## src/rtl/bavm_pkg.sv

```systemverilog
// ----------------------------------------------------------------------------
// bavm_pkg
// shared types and constants of the byte accumulator machine core
// ----------------------------------------------------------------------------
package bavm_pkg;

  localparam int MemDepth = 256;
  localparam int MemAw    = $clog2(MemDepth);
  localparam int DataW    = 8;
  localparam int PtrW     = 16;
  localparam int StepW    = 17;
  localparam int FuncW    = 5;
  localparam int CfgIdxW  = 1;
  localparam int CfgDataW = 17;

  localparam logic [PtrW-1:0]  ProgLenReset  = 16'd256;
  localparam logic [StepW-1:0] MaxStepsReset = 17'd100000;

  localparam logic [CfgIdxW-1:0] CfgProgLen  = 1'd0;
  localparam logic [CfgIdxW-1:0] CfgMaxSteps = 1'd1;

  typedef enum logic [FuncW-1:0] {
    FnLdAcc    = 5'd0,
    FnLdAddr   = 5'd1,
    FnNop      = 5'd2,
    FnJz       = 5'd3,
    FnJmp      = 5'd4,
    FnStore    = 5'd5,
    FnLoad     = 5'd6,
    FnSwapAddr = 5'd7,
    FnSwap2    = 5'd8,
    FnSwap3    = 5'd9,
    FnSwap4    = 5'd10,
    FnTerm     = 5'd11,
    FnInc      = 5'd12,
    FnAdd      = 5'd13,
    FnSub      = 5'd14,
    FnDiv      = 5'd15,
    FnMul      = 5'd16,
    FnRestart  = 5'd17,
    FnPreload  = 5'd18
  } func_e;

  typedef enum logic [1:0] {
    AluAdd = 2'd0,
    AluSub = 2'd1,
    AluMul = 2'd2,
    AluDiv = 2'd3
  } alu_op_e;

  typedef struct packed {
    logic             start;
    alu_op_e          op;
    logic [DataW-1:0] a;
    logic [DataW-1:0] b;
  } alu_req_t;

  typedef struct packed {
    logic             done;
    logic [DataW-1:0] result;
  } alu_rsp_t;

  typedef struct packed {
    logic             clear;
    logic             we;
    logic [MemAw-1:0] waddr;
    logic [DataW-1:0] wdata;
    logic [MemAw-1:0] raddr;
  } mem_req_t;

endpackage

```

## src/rtl/bavm_mem.sv

```systemverilog
// ----------------------------------------------------------------------------
// bavm_mem
// data memory with per-entry valid bits, registered read, clear of all entries at once
// ----------------------------------------------------------------------------
module bavm_mem (
  input  logic                       clk_i,
  input  logic                       rst_ni,
  input  bavm_pkg::mem_req_t         req_i,
  output logic [bavm_pkg::DataW-1:0] rdata_o
);
  import bavm_pkg::*;

  logic [DataW-1:0]    mem_q [MemDepth];
  logic [MemDepth-1:0] valid_q;
  logic [DataW-1:0]    rdata_q;
  logic                rvld_q;

  always_ff @(posedge clk_i) begin
    if (req_i.we && !req_i.clear) begin
      mem_q[req_i.waddr] <= req_i.wdata;
    end
    rdata_q <= mem_q[req_i.raddr];
  end

  always_ff @(posedge clk_i or negedge rst_ni) begin
    if (!rst_ni) begin
      valid_q <= '0;
      rvld_q  <= 1'b0;
    end else begin
      rvld_q <= valid_q[req_i.raddr];
      if (req_i.clear) begin
        valid_q <= '0;
      end else if (req_i.we) begin
        valid_q[req_i.waddr] <= 1'b1;
      end
    end
  end

  // unwritten entries read as zero
  assign rdata_o = rvld_q ? rdata_q : '0;

endmodule

```

## src/rtl/bavm_alu.sv

```systemverilog
// ----------------------------------------------------------------------------
// bavm_alu
// shared adder: one-step add and sub, eight-step shift-add multiply and
// restoring divide
// ----------------------------------------------------------------------------
module bavm_alu (
  input  logic               clk_i,
  input  logic               rst_ni,
  input  bavm_pkg::alu_req_t req_i,
  output bavm_pkg::alu_rsp_t rsp_o
);
  import bavm_pkg::*;

  localparam int CntW = $clog2(DataW);

  logic            busy_q, busy_d;
  logic            done_q, done_d;
  logic [CntW-1:0] cnt_q, cnt_d;
  alu_op_e         op_q, op_d;
  logic [DataW-1:0] r_q, r_d;
  logic [DataW-1:0] s_q, s_d;
  logic [DataW-1:0] t_q, t_d;

  logic [DataW:0]   x_w;
  logic [DataW:0]   y_w;
  logic             sub_w;
  logic [DataW+1:0] sum_w;

  always_comb begin
    if (busy_q) begin
      if (op_q == AluDiv) begin
        x_w   = {r_q, s_q[DataW-1]};
        y_w   = {1'b0, t_q};
        sub_w = 1'b1;
      end else begin
        x_w   = {1'b0, r_q};
        y_w   = {1'b0, s_q};
        sub_w = 1'b0;
      end
    end else begin
      x_w   = {1'b0, req_i.a};
      y_w   = {1'b0, req_i.b};
      sub_w = (req_i.op == AluSub);
    end
    sum_w = {1'b0, x_w} + {1'b0, (sub_w ? ~y_w : y_w)} + {{(DataW+1){1'b0}}, sub_w};
  end

  always_comb begin
    busy_d = busy_q;
    done_d = 1'b0;
    cnt_d  = cnt_q;
    op_d   = op_q;
    r_d    = r_q;
    s_d    = s_q;
    t_d    = t_q;
    if (busy_q) begin
      cnt_d = cnt_q + 1'b1;
      if (op_q == AluDiv) begin
        if (sum_w[DataW+1]) begin
          r_d = sum_w[DataW-1:0];
          s_d = {s_q[DataW-2:0], 1'b1};
        end else begin
          r_d = {r_q[DataW-2:0], s_q[DataW-1]};
          s_d = {s_q[DataW-2:0], 1'b0};
        end
      end else begin
        if (t_q[0]) begin
          r_d = sum_w[DataW-1:0];
        end
        s_d = {s_q[DataW-2:0], 1'b0};
        t_d = {1'b0, t_q[DataW-1:1]};
      end
      if (cnt_q == CntW'(DataW-1)) begin
        busy_d = 1'b0;
        done_d = 1'b1;
      end
    end else if (req_i.start) begin
      op_d  = req_i.op;
      cnt_d = '0;
      case (req_i.op)
        AluMul: begin
          busy_d = 1'b1;
          r_d    = '0;
          s_d    = req_i.b;
          t_d    = req_i.a;
        end
        AluDiv: begin
          busy_d = 1'b1;
          r_d    = '0;
          s_d    = req_i.a;
          t_d    = req_i.b;
        end
        default: begin
          r_d    = sum_w[DataW-1:0];
          done_d = 1'b1;
        end
      endcase
    end
  end

  always_ff @(posedge clk_i or negedge rst_ni) begin
    if (!rst_ni) begin
      busy_q <= 1'b0;
      done_q <= 1'b0;
      cnt_q  <= '0;
      op_q   <= AluAdd;
    end else begin
      busy_q <= busy_d;
      done_q <= done_d;
      cnt_q  <= cnt_d;
      op_q   <= op_d;
    end
  end

  always_ff @(posedge clk_i) begin
    r_q <= r_d;
    s_q <= s_d;
    t_q <= t_d;
  end

  // divide by zero gives zero
  always_comb begin
    rsp_o.done = done_q;
    if (op_q == AluDiv) begin
      rsp_o.result = (t_q == '0) ? '0 : s_q;
    end else begin
      rsp_o.result = r_q;
    end
  end

endmodule

```

## src/rtl/byte_accumulator_vm_core.sv

```systemverilog
// ----------------------------------------------------------------------------
// byte_accumulator_vm_core
// execute core of a small 8-bit accumulator machine
// ----------------------------------------------------------------------------
// One input beat carries one func code (instruction, restart or preload)
// and gives one output beat: accumulator, next instruction pointer and the
// halted flag after that item. Both channels use valid and stall.
// The core takes one item at a time; in_stall_o is high while it works.
// Increment, add and sub go through the arithmetic unit; mul and div
// run eight steps of the shared adder in that unit. The output beat
// sits in its own register, so a new item is taken while the previous
// result waits; an item only finishes once that register is free, so a
// stalled receiver holds the core after at most one further item.
// Reset (and the restart code) clears all machine registers, the pointer,
// the step count and the done flag; the data memory is cleared at once
// through per-entry valid bits. Config registers are written through the
// cfg port; the user must write them only while idle, as the core does
// not enforce it. They keep their values over a restart.
// ----------------------------------------------------------------------------
module byte_accumulator_vm_core (
  input  logic                          clk_i,
  input  logic                          rst_ni,
  input  logic                          cfg_we_i,
  input  logic [bavm_pkg::CfgIdxW-1:0]  cfg_index_i,
  input  logic [bavm_pkg::CfgDataW-1:0] cfg_wdata_i,
  input  logic                          in_valid_i,
  output logic                          in_stall_o,
  input  logic [bavm_pkg::FuncW-1:0]    func_i,
  input  logic [bavm_pkg::DataW-1:0]    literal_i,
  input  logic [bavm_pkg::MemAw-1:0]    preload_address_i,
  input  logic [bavm_pkg::DataW-1:0]    preload_value_i,
  output logic                          out_valid_o,
  input  logic                          out_stall_i,
  output logic [bavm_pkg::DataW-1:0]    accumulator_o,
  output logic [bavm_pkg::PtrW-1:0]     next_pointer_o,
  output logic                          halted_o
);
  import bavm_pkg::*;

  typedef enum logic [3:0] {
    StIdle = 4'b0001,
    StExec = 4'b0010,
    StAlu  = 4'b0100,
    StOut  = 4'b1000
  } state_e;

  state_e state_q, state_d;

  logic [PtrW-1:0]  prog_len_q;
  logic [StepW-1:0] max_steps_q;

  logic [DataW-1:0] acc_q, acc_d;
  logic [DataW-1:0] addr_q, addr_d;
  logic [DataW-1:0] spare_q [3];
  logic [DataW-1:0] spare_d [3];
  logic [PtrW-1:0]  ip_q, ip_d;
  logic [StepW-1:0] step_q, step_d;
  logic             term_q, term_d;

  logic [FuncW-1:0] func_q;
  logic [DataW-1:0] lit_q;
  logic [MemAw-1:0] paddr_q;
  logic [DataW-1:0] pval_q;

  logic             out_valid_q, out_valid_d;
  logic [DataW-1:0] out_acc_q;
  logic [PtrW-1:0]  out_ptr_q;
  logic             out_halt_q;
  logic             out_load;

  logic             in_accept;
  logic             halted_w;
  logic [DataW-1:0] mem_rdata;
  mem_req_t         mem_req;
  alu_req_t         alu_req;
  alu_rsp_t         alu_rsp;

  assign in_accept = in_valid_i && (state_q == StIdle);
  assign in_stall_o = (state_q != StIdle);
  assign halted_w  = term_q || (ip_q >= prog_len_q) || (step_q >= max_steps_q);
  assign out_load  = (state_q == StOut) && (!out_valid_q || !out_stall_i);

  bavm_mem u_mem (
    .clk_i   (clk_i),
    .rst_ni  (rst_ni),
    .req_i   (mem_req),
    .rdata_o (mem_rdata)
  );

  bavm_alu u_alu (
    .clk_i  (clk_i),
    .rst_ni (rst_ni),
    .req_i  (alu_req),
    .rsp_o  (alu_rsp)
  );

  always_comb begin
    state_d    = state_q;
    acc_d      = acc_q;
    addr_d     = addr_q;
    spare_d    = spare_q;
    ip_d       = ip_q;
    step_d     = step_q;
    term_d     = term_q;
    mem_req    = '{clear: 1'b0, we: 1'b0, waddr: paddr_q, wdata: pval_q, raddr: addr_q};
    alu_req    = '{start: 1'b0, op: AluAdd, a: acc_q, b: mem_rdata};

    unique case (state_q)
      StIdle: begin
        if (in_accept) begin
          state_d = StExec;
        end
      end
      StExec: begin
        state_d = StOut;
        if (func_q == FnRestart) begin
          acc_d         = '0;
          addr_d        = '0;
          spare_d       = '{default: '0};
          ip_d          = '0;
          step_d        = '0;
          term_d        = 1'b0;
          mem_req.clear = 1'b1;
        end else if (func_q == FnPreload) begin
          mem_req.we = 1'b1;
        end else if (!halted_w) begin
          ip_d   = ip_q + 1'b1;
          step_d = step_q + 1'b1;
          case (func_e'(func_q))
            FnLdAcc:  acc_d = lit_q;
            FnLdAddr: addr_d = lit_q;
            FnJz: begin
              if (acc_q == '0) begin
                ip_d = {{(PtrW-DataW){1'b0}}, addr_q};
              end
            end
            FnJmp:    ip_d = {{(PtrW-DataW){1'b0}}, addr_q};
            FnStore: begin
              mem_req.we    = 1'b1;
              mem_req.waddr = addr_q;
              mem_req.wdata = acc_q;
            end
            FnLoad:   acc_d = mem_rdata;
            FnSwapAddr: begin
              acc_d  = addr_q;
              addr_d = acc_q;
            end
            FnSwap2: begin
              acc_d      = spare_q[0];
              spare_d[0] = acc_q;
            end
            FnSwap3: begin
              acc_d      = spare_q[1];
              spare_d[1] = acc_q;
            end
            FnSwap4: begin
              acc_d      = spare_q[2];
              spare_d[2] = acc_q;
            end
            FnTerm:   term_d = 1'b1;
            FnInc: begin
              alu_req.start = 1'b1;
              alu_req.b     = DataW'(1);
              state_d       = StAlu;
            end
            FnAdd: begin
              alu_req.start = 1'b1;
              state_d       = StAlu;
            end
            FnSub: begin
              alu_req.start = 1'b1;
              alu_req.op    = AluSub;
              state_d       = StAlu;
            end
            FnDiv: begin
              alu_req.start = 1'b1;
              alu_req.op    = AluDiv;
              state_d       = StAlu;
            end
            FnMul: begin
              alu_req.start = 1'b1;
              alu_req.op    = AluMul;
              state_d       = StAlu;
            end
            default: ;
          endcase
        end
      end
      StAlu: begin
        if (alu_rsp.done) begin
          acc_d   = alu_rsp.result;
          state_d = StOut;
        end
      end
      StOut: begin
        if (out_load) begin
          state_d = StIdle;
        end
      end
      default: state_d = StIdle;
    endcase
  end

  always_comb begin
    out_valid_d = out_valid_q;
    if (out_load) begin
      out_valid_d = 1'b1;
    end else if (!out_stall_i) begin
      out_valid_d = 1'b0;
    end
  end

  always_ff @(posedge clk_i or negedge rst_ni) begin
    if (!rst_ni) begin
      state_q     <= StIdle;
      prog_len_q  <= ProgLenReset;
      max_steps_q <= MaxStepsReset;
      acc_q       <= '0;
      addr_q      <= '0;
      spare_q     <= '{default: '0};
      ip_q        <= '0;
      step_q      <= '0;
      term_q      <= 1'b0;
      out_valid_q <= 1'b0;
    end else begin
      state_q     <= state_d;
      acc_q       <= acc_d;
      addr_q      <= addr_d;
      spare_q     <= spare_d;
      ip_q        <= ip_d;
      step_q      <= step_d;
      term_q      <= term_d;
      out_valid_q <= out_valid_d;
      if (cfg_we_i) begin
        unique case (cfg_index_i)
          CfgProgLen:  prog_len_q  <= cfg_wdata_i[PtrW-1:0];
          CfgMaxSteps: max_steps_q <= cfg_wdata_i[StepW-1:0];
          default: ;
        endcase
      end
    end
  end

  always_ff @(posedge clk_i) begin
    if (in_accept) begin
      func_q  <= func_i;
      lit_q   <= literal_i;
      paddr_q <= preload_address_i;
      pval_q  <= preload_value_i;
    end
    if (out_load) begin
      out_acc_q  <= acc_q;
      out_ptr_q  <= ip_q;
      out_halt_q <= halted_w;
    end
  end

  assign out_valid_o    = out_valid_q;
  assign accumulator_o  = out_acc_q;
  assign next_pointer_o = out_ptr_q;
  assign halted_o       = out_halt_q;

endmodule

```

## config.mk

```make
export PLATFORM = sky130hd
export DESIGN_NAME = byte_accumulator_vm_core
export DESIGN_NICKNAME = d
export VERILOG_FILES = /design/src/rtl/bavm_pkg.sv /design/src/rtl/bavm_mem.sv /design/src/rtl/bavm_alu.sv /design/src/rtl/byte_accumulator_vm_core.sv
export SDC_FILE = /design/constraint.sdc
export NUM_CORES = 2
export LEC_CHECK = 0
export ABC_CLOCK_PERIOD_IN_PS = 6800
export BUFFER_PORTS_ARGS = -buffer_cell sky130_fd_sc_hd__buf_4
export CORE_MARGIN = 4
export CORE_UTILIZATION = 35
export CTS_CLUSTER_SIZE = 14
export DETAILED_ROUTE_END_ITERATION = 7
export PLACE_DENSITY_LB_ADDON = 0.25
export SLEW_MARGIN = 20
export SYNTH_ARGS = -nofsm -noshare
export SYNTH_HDL_FRONTEND = slang
export SYNTH_HIERARCHICAL = 1
export SYNTH_SLANG_ARGS = --single-unit
```

## constraint.sdc

```tcl
create_clock -name clk_i -period 6.8 [get_ports clk_i]
set_clock_uncertainty 0.1 [all_clocks]
set_input_delay 0.68 -clock clk_i [delete_from_list [all_inputs] [get_ports clk_i]]
set_output_delay 0.68 -clock clk_i [all_outputs]
set_load 0.05 [all_outputs]
```

; Yosys cells after proc, flatten, opt, wreduce, memory -nomap -nowiden
; Memories as Yosys holds them, arrays and structs flattened. A register that Yosys moved wholly into a read port is not among the register bits.
; Index checks and enable logic that the tools add are counted.
[op_classes]
n_reduce_logical = 38
n_eq_ne = 38
magnitude_cmp = 5
mux = 99
addsub = 5
bitwise = 4
[op_table]
columns = op, count
row1 = two-way mux 256 bit, 2
row2 = OR 256 bit, 1
row3 = two-way mux 8 bit, 31
row4 = two-way mux 17 bit, 6
row5 = two-way mux 16 bit, 5
row6 = two-way mux 24 bit, 3
row7 = case mux 8 bit (2 select lines), 4
row8 = case mux 8 bit (6 select lines), 1
row9 = equality test 5 x 4 -> 1 bit (second input constant), 8
row10 = case mux 16 bit (2 select lines), 1
row11 = two-way mux 4 bit, 7
row12 = two-way mux 9 bit, 3
row13 = two-way mux 1 bit, 25
row14 = equality test 5 x 3 -> 1 bit (second input constant), 4
row15 = AND reduction 4 bit, 5
row16 = less-than comparator 8 x 9 -> 1 bit (second input constant), 2
row17 = two-way mux 18 bit, 1
row18 = two-way mux 3 bit, 6
row19 = adder 17 x 1 -> 17 bit (second input constant), 1
row20 = greater-or-equal comparator 17 bit, 1
row21 = adder 16 x 1 -> 16 bit (second input constant), 1
row22 = greater-or-equal comparator 16 bit, 1
row23 = zero test 8 bit, 2
row24 = case mux 4 bit (4 select lines), 1
row25 = 35 further kinds, 67
[word_totals]
word_cells = 218
memories = 1
reg_bits = 454
ramBits = 2048
[mem_list]
columns = name, words, width, rd, rd_clocked_by_memory_dff, wr, line_no
row1 = u_mem.mem_q, 256, 8, 1, 1, 1, bavm_mem.sv:13  ; logic [DataW-1:0] mem_q [MemDepth];

; Longest topological paths before layout
[depth]
ltp_word = 15
mapped_depth = 22

; Hierarchy
; The synthesis kept the hierarchy.
[modules_own_cells]
columns = mod, cells_each, area_each_um2, instances
row1 = bavm_mem, 4771, 90775.8, 1
row2 = byte_accumulator_vm_core, 752, 8380.5, 1
row3 = bavm_alu, 279, 2423.6, 1

; Worst setup path before layout
; Ideal clock, no wire load.
[synth_path]
path_kind = register to register
start = reg max_steps_q[7]
end = mem u_mem.mem_q[0][6], data pin
t_arrival_ns = 5.139
path_stages_with_launch = 11
setup_slack_ns = 0.750
setup_ns = 0.810
synth_period_minus_slack_ns = 6.050
path_cell_list = dfstp_2 -> inv_1 -> ha_1 -> nand4_1 -> nor2_1 -> a32oi_2 -> nand3_2 -> nor3_4 -> nand2_2 -> buf_2 -> mux2_1
[synth_lines]
columns = item, line_no
row1 = "start, declared", byte_accumulator_vm_core.sv:50  ; logic [StepW-1:0] max_steps_q;
row2 = "start signal, assigned", byte_accumulator_vm_core.sv:217  ; max_steps_q <= MaxStepsReset;
row3 = "start signal, assigned", byte_accumulator_vm_core.sv:237  ; CfgMaxSteps: max_steps_q <= cfg_wdata_i[StepW-1:0];
row4 = "end, declared", bavm_mem.sv:13

==> impl.org <==
** Synthesis
- Each instance of the synthesized netlist takes up on average 17.5 um2.
- Summing the sequential cell areas from Yosys gives 72.3% of the chip area.
- Synthesis inferred approximately 2500 register bits.
- The number of nets handed over by synthesis was 5900.
- Number of synthesized flops with an enable pin :: 2126
- Dominant register cell in the synthesized netlist :: sky130_fd_sc_hd__edfxtp_1
- The cell count after synthesis came out at 5802.
- Counting distinct cell types in the post-synthesis netlist gives 97.
- Synth top area share :: 62.8%
- In the post-synthesis netlist, the biggest area contributors are sky130_fd_sc_hd__edfxtp_1, sky130_fd_sc_hd__mux4_2, sky130_fd_sc_hd__dfrtp_1.
- After synthesis the cells add up to 102000 um2.
- Summed over all instances, the cell type with the most area after synthesis is sky130_fd_sc_hd__edfxtp_1.
- Fraction of registers with async set/reset :: 15.0%
- During synthesis, Yosys emitted a total of 6 warnings.

** STA
- Worst slew pin tran :: 1.30 ns
- The number of hold-slack violations in the final timing report is 0.
- In this run the tightest slew margin relative to its limit is 12.5%.
- The worst path meets setup with 0.778 ns of slack.
- Final number of max-transition violations :: 0
- Setup violations remaining at the end of the flow were counted as 0.
- Max frequency :: 166 MHz
- Setup repair after global routing missed its margin :: no
- Counting I/O delays and the setup requirement, the final critical path takes 6.02 ns.
- In the finished design, the share of the clock period the worst path needs comes to 88.6%.
- Setup TNS Final :: 0 ns

** Finish
- Final core utilization :: 40.5%
- From synthesis to final layout, the design area changed by 14.9%.
- Fill cells in the final layout number 25800.
- Layout cells sized above 1 :: 20.7%
- For this run, the post-layout net count is roughly 6000.

** Place
- Estimated wirelength of the detail-placed design :: about 170000 um
- Prior to clock tree synthesis, the placed netlist has a worst setup slack of 0.859 ns.
- # port buffers :: 78
- Routability congestion estimate from global placement :: between 0.8 and 0.9

** Floorplanning
- Count of standard-cell rows :: between 150 and 200
- The die covers approximately 300000 um2.
- 79 I/O pins were placed.
- The core region is 288000 um2.
- Once the floorplan was initialized, standard cells occupied 35.2% of the core.
- Die height :: 547 um
- From left edge to right edge, the die measures ~550 um.

** Setup path
- The worst setup path is of the flip-flop to flip-flop kind.
- STA classifies the critical path endpoint as a flip-flop.
- In this run the worst path has a maximum fanout of 13.
- The worst setup path is launched from a flip-flop.
- For the worst setup path, the data required time is a little over 7 ns.
- Arrival time reported for the critical path endpoint :: 6.37 ns

** Clock network
- For the worst-skew pair, the clock arrives at the later sink with an insertion delay of 0.85 ns.
- CTS-repair resized insts :: 0
- TritonCTS created 275 clock buffers.
- H-tree lvl count :: 5
- Number of sinks handled by clock tree synthesis :: 2510
- TritonCTS built the clock tree.
- The clock passes through at most 4 buffers.
- Clock-pin slew on the worst setup and hold paths :: 0.06 ns
- Clk root buf :: sky130_fd_sc_hd__clkbuf_16

** Routing
- Final routed wire length divided by cell count :: 27.9 um
- In this run, the number of DRC markers left after iteration 0 of detailed routing was 5883.
- The first detailed-routing pass ran for 8 iterations.
- Total Routed Length :: around 280000 um
- The count of nets left with antenna violations once routing finished came out at 0.
- The detailed router placed 55700 vias in this run.
- For this run, design rule violations remaining after detail routing come to 0.
- After detailed routing, the number of vias per cell comes to 5.56.

** Power
- Dividing total power by cell area gives a power density of 368 nW/um2.
- Net switching is around 30% of the power.
- P_leak :: about 38 nW
- The internal power of the cells totals 30.0 mW.
- Power Total :: 42.9 mW
- Switching power :: 12.9 mW
- Sequential cells burn between 40% and 50% of the power.
- Share of total power in combinational logic :: a little under a quarter
- VDD sags by at most 232 uV.
- In this run, the clock network consumes approximately a third of the power.

** GRT
- Vias in the first global route :: 56900
- Entering global routing, the biggest net connects 205 pins.
- Overflow left after global routing :: 0
- The first global-routing pass estimated 409000 um of wire.
- The initial antenna violation count came to 9.
- Across every metal layer, demand over resource in global routing totals a little under a fifth.

** Min path
- Hold/Removal Path Class :: primary input to flip-flop

** Job
- Max Cap Viol :: 0

** Run status
- The run finished with clean final reports.
Yosys cell counts (43+ instances only):
| cell type | number |
|---|---|
| sky130_fd_sc_hd__o21ai_0 | 89 |
| sky130_fd_sc_hd__mux4_2 | 477 |
| sky130_fd_sc_hd__mux2i_1 | 239 |
| sky130_fd_sc_hd__dfrtp_1 | 368 |
| sky130_fd_sc_hd__nand2_1 | 203 |
| sky130_fd_sc_hd__o22ai_1 | 278 |
| sky130_fd_sc_hd__a21oi_1 | 95 |
| sky130_fd_sc_hd__clkbuf_1 | 227 |
| sky130_fd_sc_hd__inv_1 | 310 |
| sky130_fd_sc_hd__a22o_1 | 44 |
| sky130_fd_sc_hd__edfxtp_1 | 2126 |
| sky130_fd_sc_hd__o221ai_1 | 43 |
| sky130_fd_sc_hd__a22oi_1 | 183 |
| sky130_fd_sc_hd__nor2_1 | 317 |
| sky130_fd_sc_hd__ha_1 | 45 |
| sky130_fd_sc_hd__buf_2 | 61 |
cell families (layout without fill, tap and decap cells):
group | count (synthesis) | in the layout | share of synthesized area [%]
AOI/OAI and AO/OA | 1013 | 1013 | 7.01
DFF | 2510 | 2510 | 72.3
other | 0 | 8 | 0
buffers and inverters | 704 | 1138 | 3.20
muxes | 752 | 752 | 13.3
xor gates and xnor gates | 20 | 20 | 0.172
and+or+nand+nor | 757 | 757 | 3.44
adders and majority gates | 46 | 46 | 0.574
worst max-delay path, stage by stage, from the launching register on:
cell	delay, ns
sky130_fd_sc_hd__dfstp_2	0.52
sky130_fd_sc_hd__inv_1	0.04
sky130_fd_sc_hd__ha_1	0.30
sky130_fd_sc_hd__nand4_1	0.13
sky130_fd_sc_hd__nor2_1	0.10
sky130_fd_sc_hd__a32oi_2	0.32
sky130_fd_sc_hd__nand4_2	0.26
sky130_fd_sc_hd__nor4_1	0.33
sky130_fd_sc_hd__a31oi_1	0.07
sky130_fd_sc_hd__nor4_1	0.25
sky130_fd_sc_hd__buf_4	0.16
sky130_fd_sc_hd__nor2b_1	0.69
sky130_fd_sc_hd__nor3b_1	0.68
sky130_fd_sc_hd__nand2_2	0.63
sky130_fd_sc_hd__buf_4	0.41
sky130_fd_sc_hd__nor2_1	0.60
metal layers:
layer / up-vias / part of all wire [%] / GRT usage (%)
met4: 0 / 2.9 / 5.25
met1: 29600 / 43 / 25.8
met5: - / 0 / 0
li1: 23700 / - / -
met2: 2032 / 47 / 29.3
met3: 433 / 6.7 / 3.22
cell type report:
class | instances | area (um2) | share of cell area, %
antenna | 8 | 20.0 | 0.0172
clock inverter | 140 | 1590 | 1.36
timing repair buffer | 345 | 3120 | 2.67
multi-input combinational | 2588 | 25300 | 21.7
inverter | 314 | 1190 | 1.02
clock buffer | 339 | 7320 | 6.27
tap | 3781 | 4730 | 4.05
sequential | 2510 | 73400 | 62.9
power by group through the flow:
stage	Combinational, mW	Sequential [mW]	Clock (mW)
after detailed placement	10.0	18.4	0
after global routing	10.6	18.1	15.9
final	10.0	18.0	14.9
after CTS	10.1	18.0	15.2
after floorplan	6.29	18.2	0
after global placement	9.97	18.4	0
registers in the layout, indices dropped and copies added, names as in the netlist, 2 cells and up:
name	count
acc_q	8
accumulator_o	8
addr_q	8
func_q	5
ip_q	16
lit_q	8
max_steps_q	17
next_pointer_o	16
paddr_q	8
prog_len_q	16
pval_q	8
spare_q	24
state_q	4
step_q	17
u_alu/cnt_q	3
u_alu/op_q	2
u_alu/r_q	8
u_alu/s_q	8
u_alu/t_q	8
u_mem/mem_q	2048
u_mem/rdata_q	8
u_mem/valid_q	256
path summary, 6_finish.rpt:
kind / cells past startpoint / from / end / slack, ns
max: 15 / max_steps_q[7]$_DFFE_PN1P_ / u_mem/mem_q[72][1]$_DFFE_PP_ / 0.78
min: 3 / in_valid_i / state_q[1]$_DFFE_PN0P_ / 0.07
max reg2reg: 15 / max_steps_q[7]$_DFFE_PN1P_ / u_mem/mem_q[72][1]$_DFFE_PP_ / 0.78
min reg2reg: 1 / u_alu/cnt_q[0]$_DFFE_PN0P_ / u_alu/cnt_q[0]$_DFFE_PN0P_ / 0.39
max in group asynchronous: 3 / rst_ni / u_mem/valid_q[99]$_DFFE_PN0P_ / 4.79
min in group asynchronous: 2 / rst_ni / addr_q[5]$_DFFE_PN0P_ / 0.35
layout by cell type, fill, tap and decap left out, types with 19 or more instances in the layout:
cell type and n:
sky130_fd_sc_hd__bufinv_16 30, sky130_fd_sc_hd__dfrtp_1 362, sky130_fd_sc_hd__a211oi_1 33, sky130_fd_sc_hd__a22o_1 44, sky130_fd_sc_hd__clkinv_2 35, sky130_fd_sc_hd__o221ai_1 43
sky130_fd_sc_hd__nand3_1 32, sky130_fd_sc_hd__nor4_1 27, sky130_fd_sc_hd__buf_4 264, sky130_fd_sc_hd__o22ai_1 278, sky130_fd_sc_hd__ha_1 45, sky130_fd_sc_hd__edfxtp_1 2126
sky130_fd_sc_hd__nand2_1 190, sky130_fd_sc_hd__a21boi_0 32, sky130_fd_sc_hd__a21oi_1 94, sky130_fd_sc_hd__dlygate4sd3_1 48, sky130_fd_sc_hd__inv_1 309, sky130_fd_sc_hd__a22oi_1 183
sky130_fd_sc_hd__nand4_1 19, sky130_fd_sc_hd__mux4_2 477, sky130_fd_sc_hd__o21ai_0 89, sky130_fd_sc_hd__clkinv_1 44, sky130_fd_sc_hd__o211ai_1 29, sky130_fd_sc_hd__and2_1 27
sky130_fd_sc_hd__clkbuf_1 50, sky130_fd_sc_hd__mux2_2 20, sky130_fd_sc_hd__a221oi_1 34, sky130_fd_sc_hd__buf_12 30, sky130_fd_sc_hd__clkbuf_16 280, sky130_fd_sc_hd__nor2_1 311
sky130_fd_sc_hd__mux2i_1 239, sky130_fd_sc_hd__and3_1 19
stage by stage:
stage	cell area, um2	cells	hold WS (ns)
2_1_floorplan	102000	5802	0.284
3_3_place_gp	107000	9489	0.380
3_5_place_dp	107000	9489	0.382
4_1_cts	117000	10000	0.000680
5_1_grt	117000	10000	0.0466
6_report	117000	10000	0.0692
what timing repair did:
item / CTS / global route
buffers inserted: 0 / 0
endpoints found under the hold margin: 158 / 0
hold buffers: 48 / 0
Power figures use the tool's default switching activity.
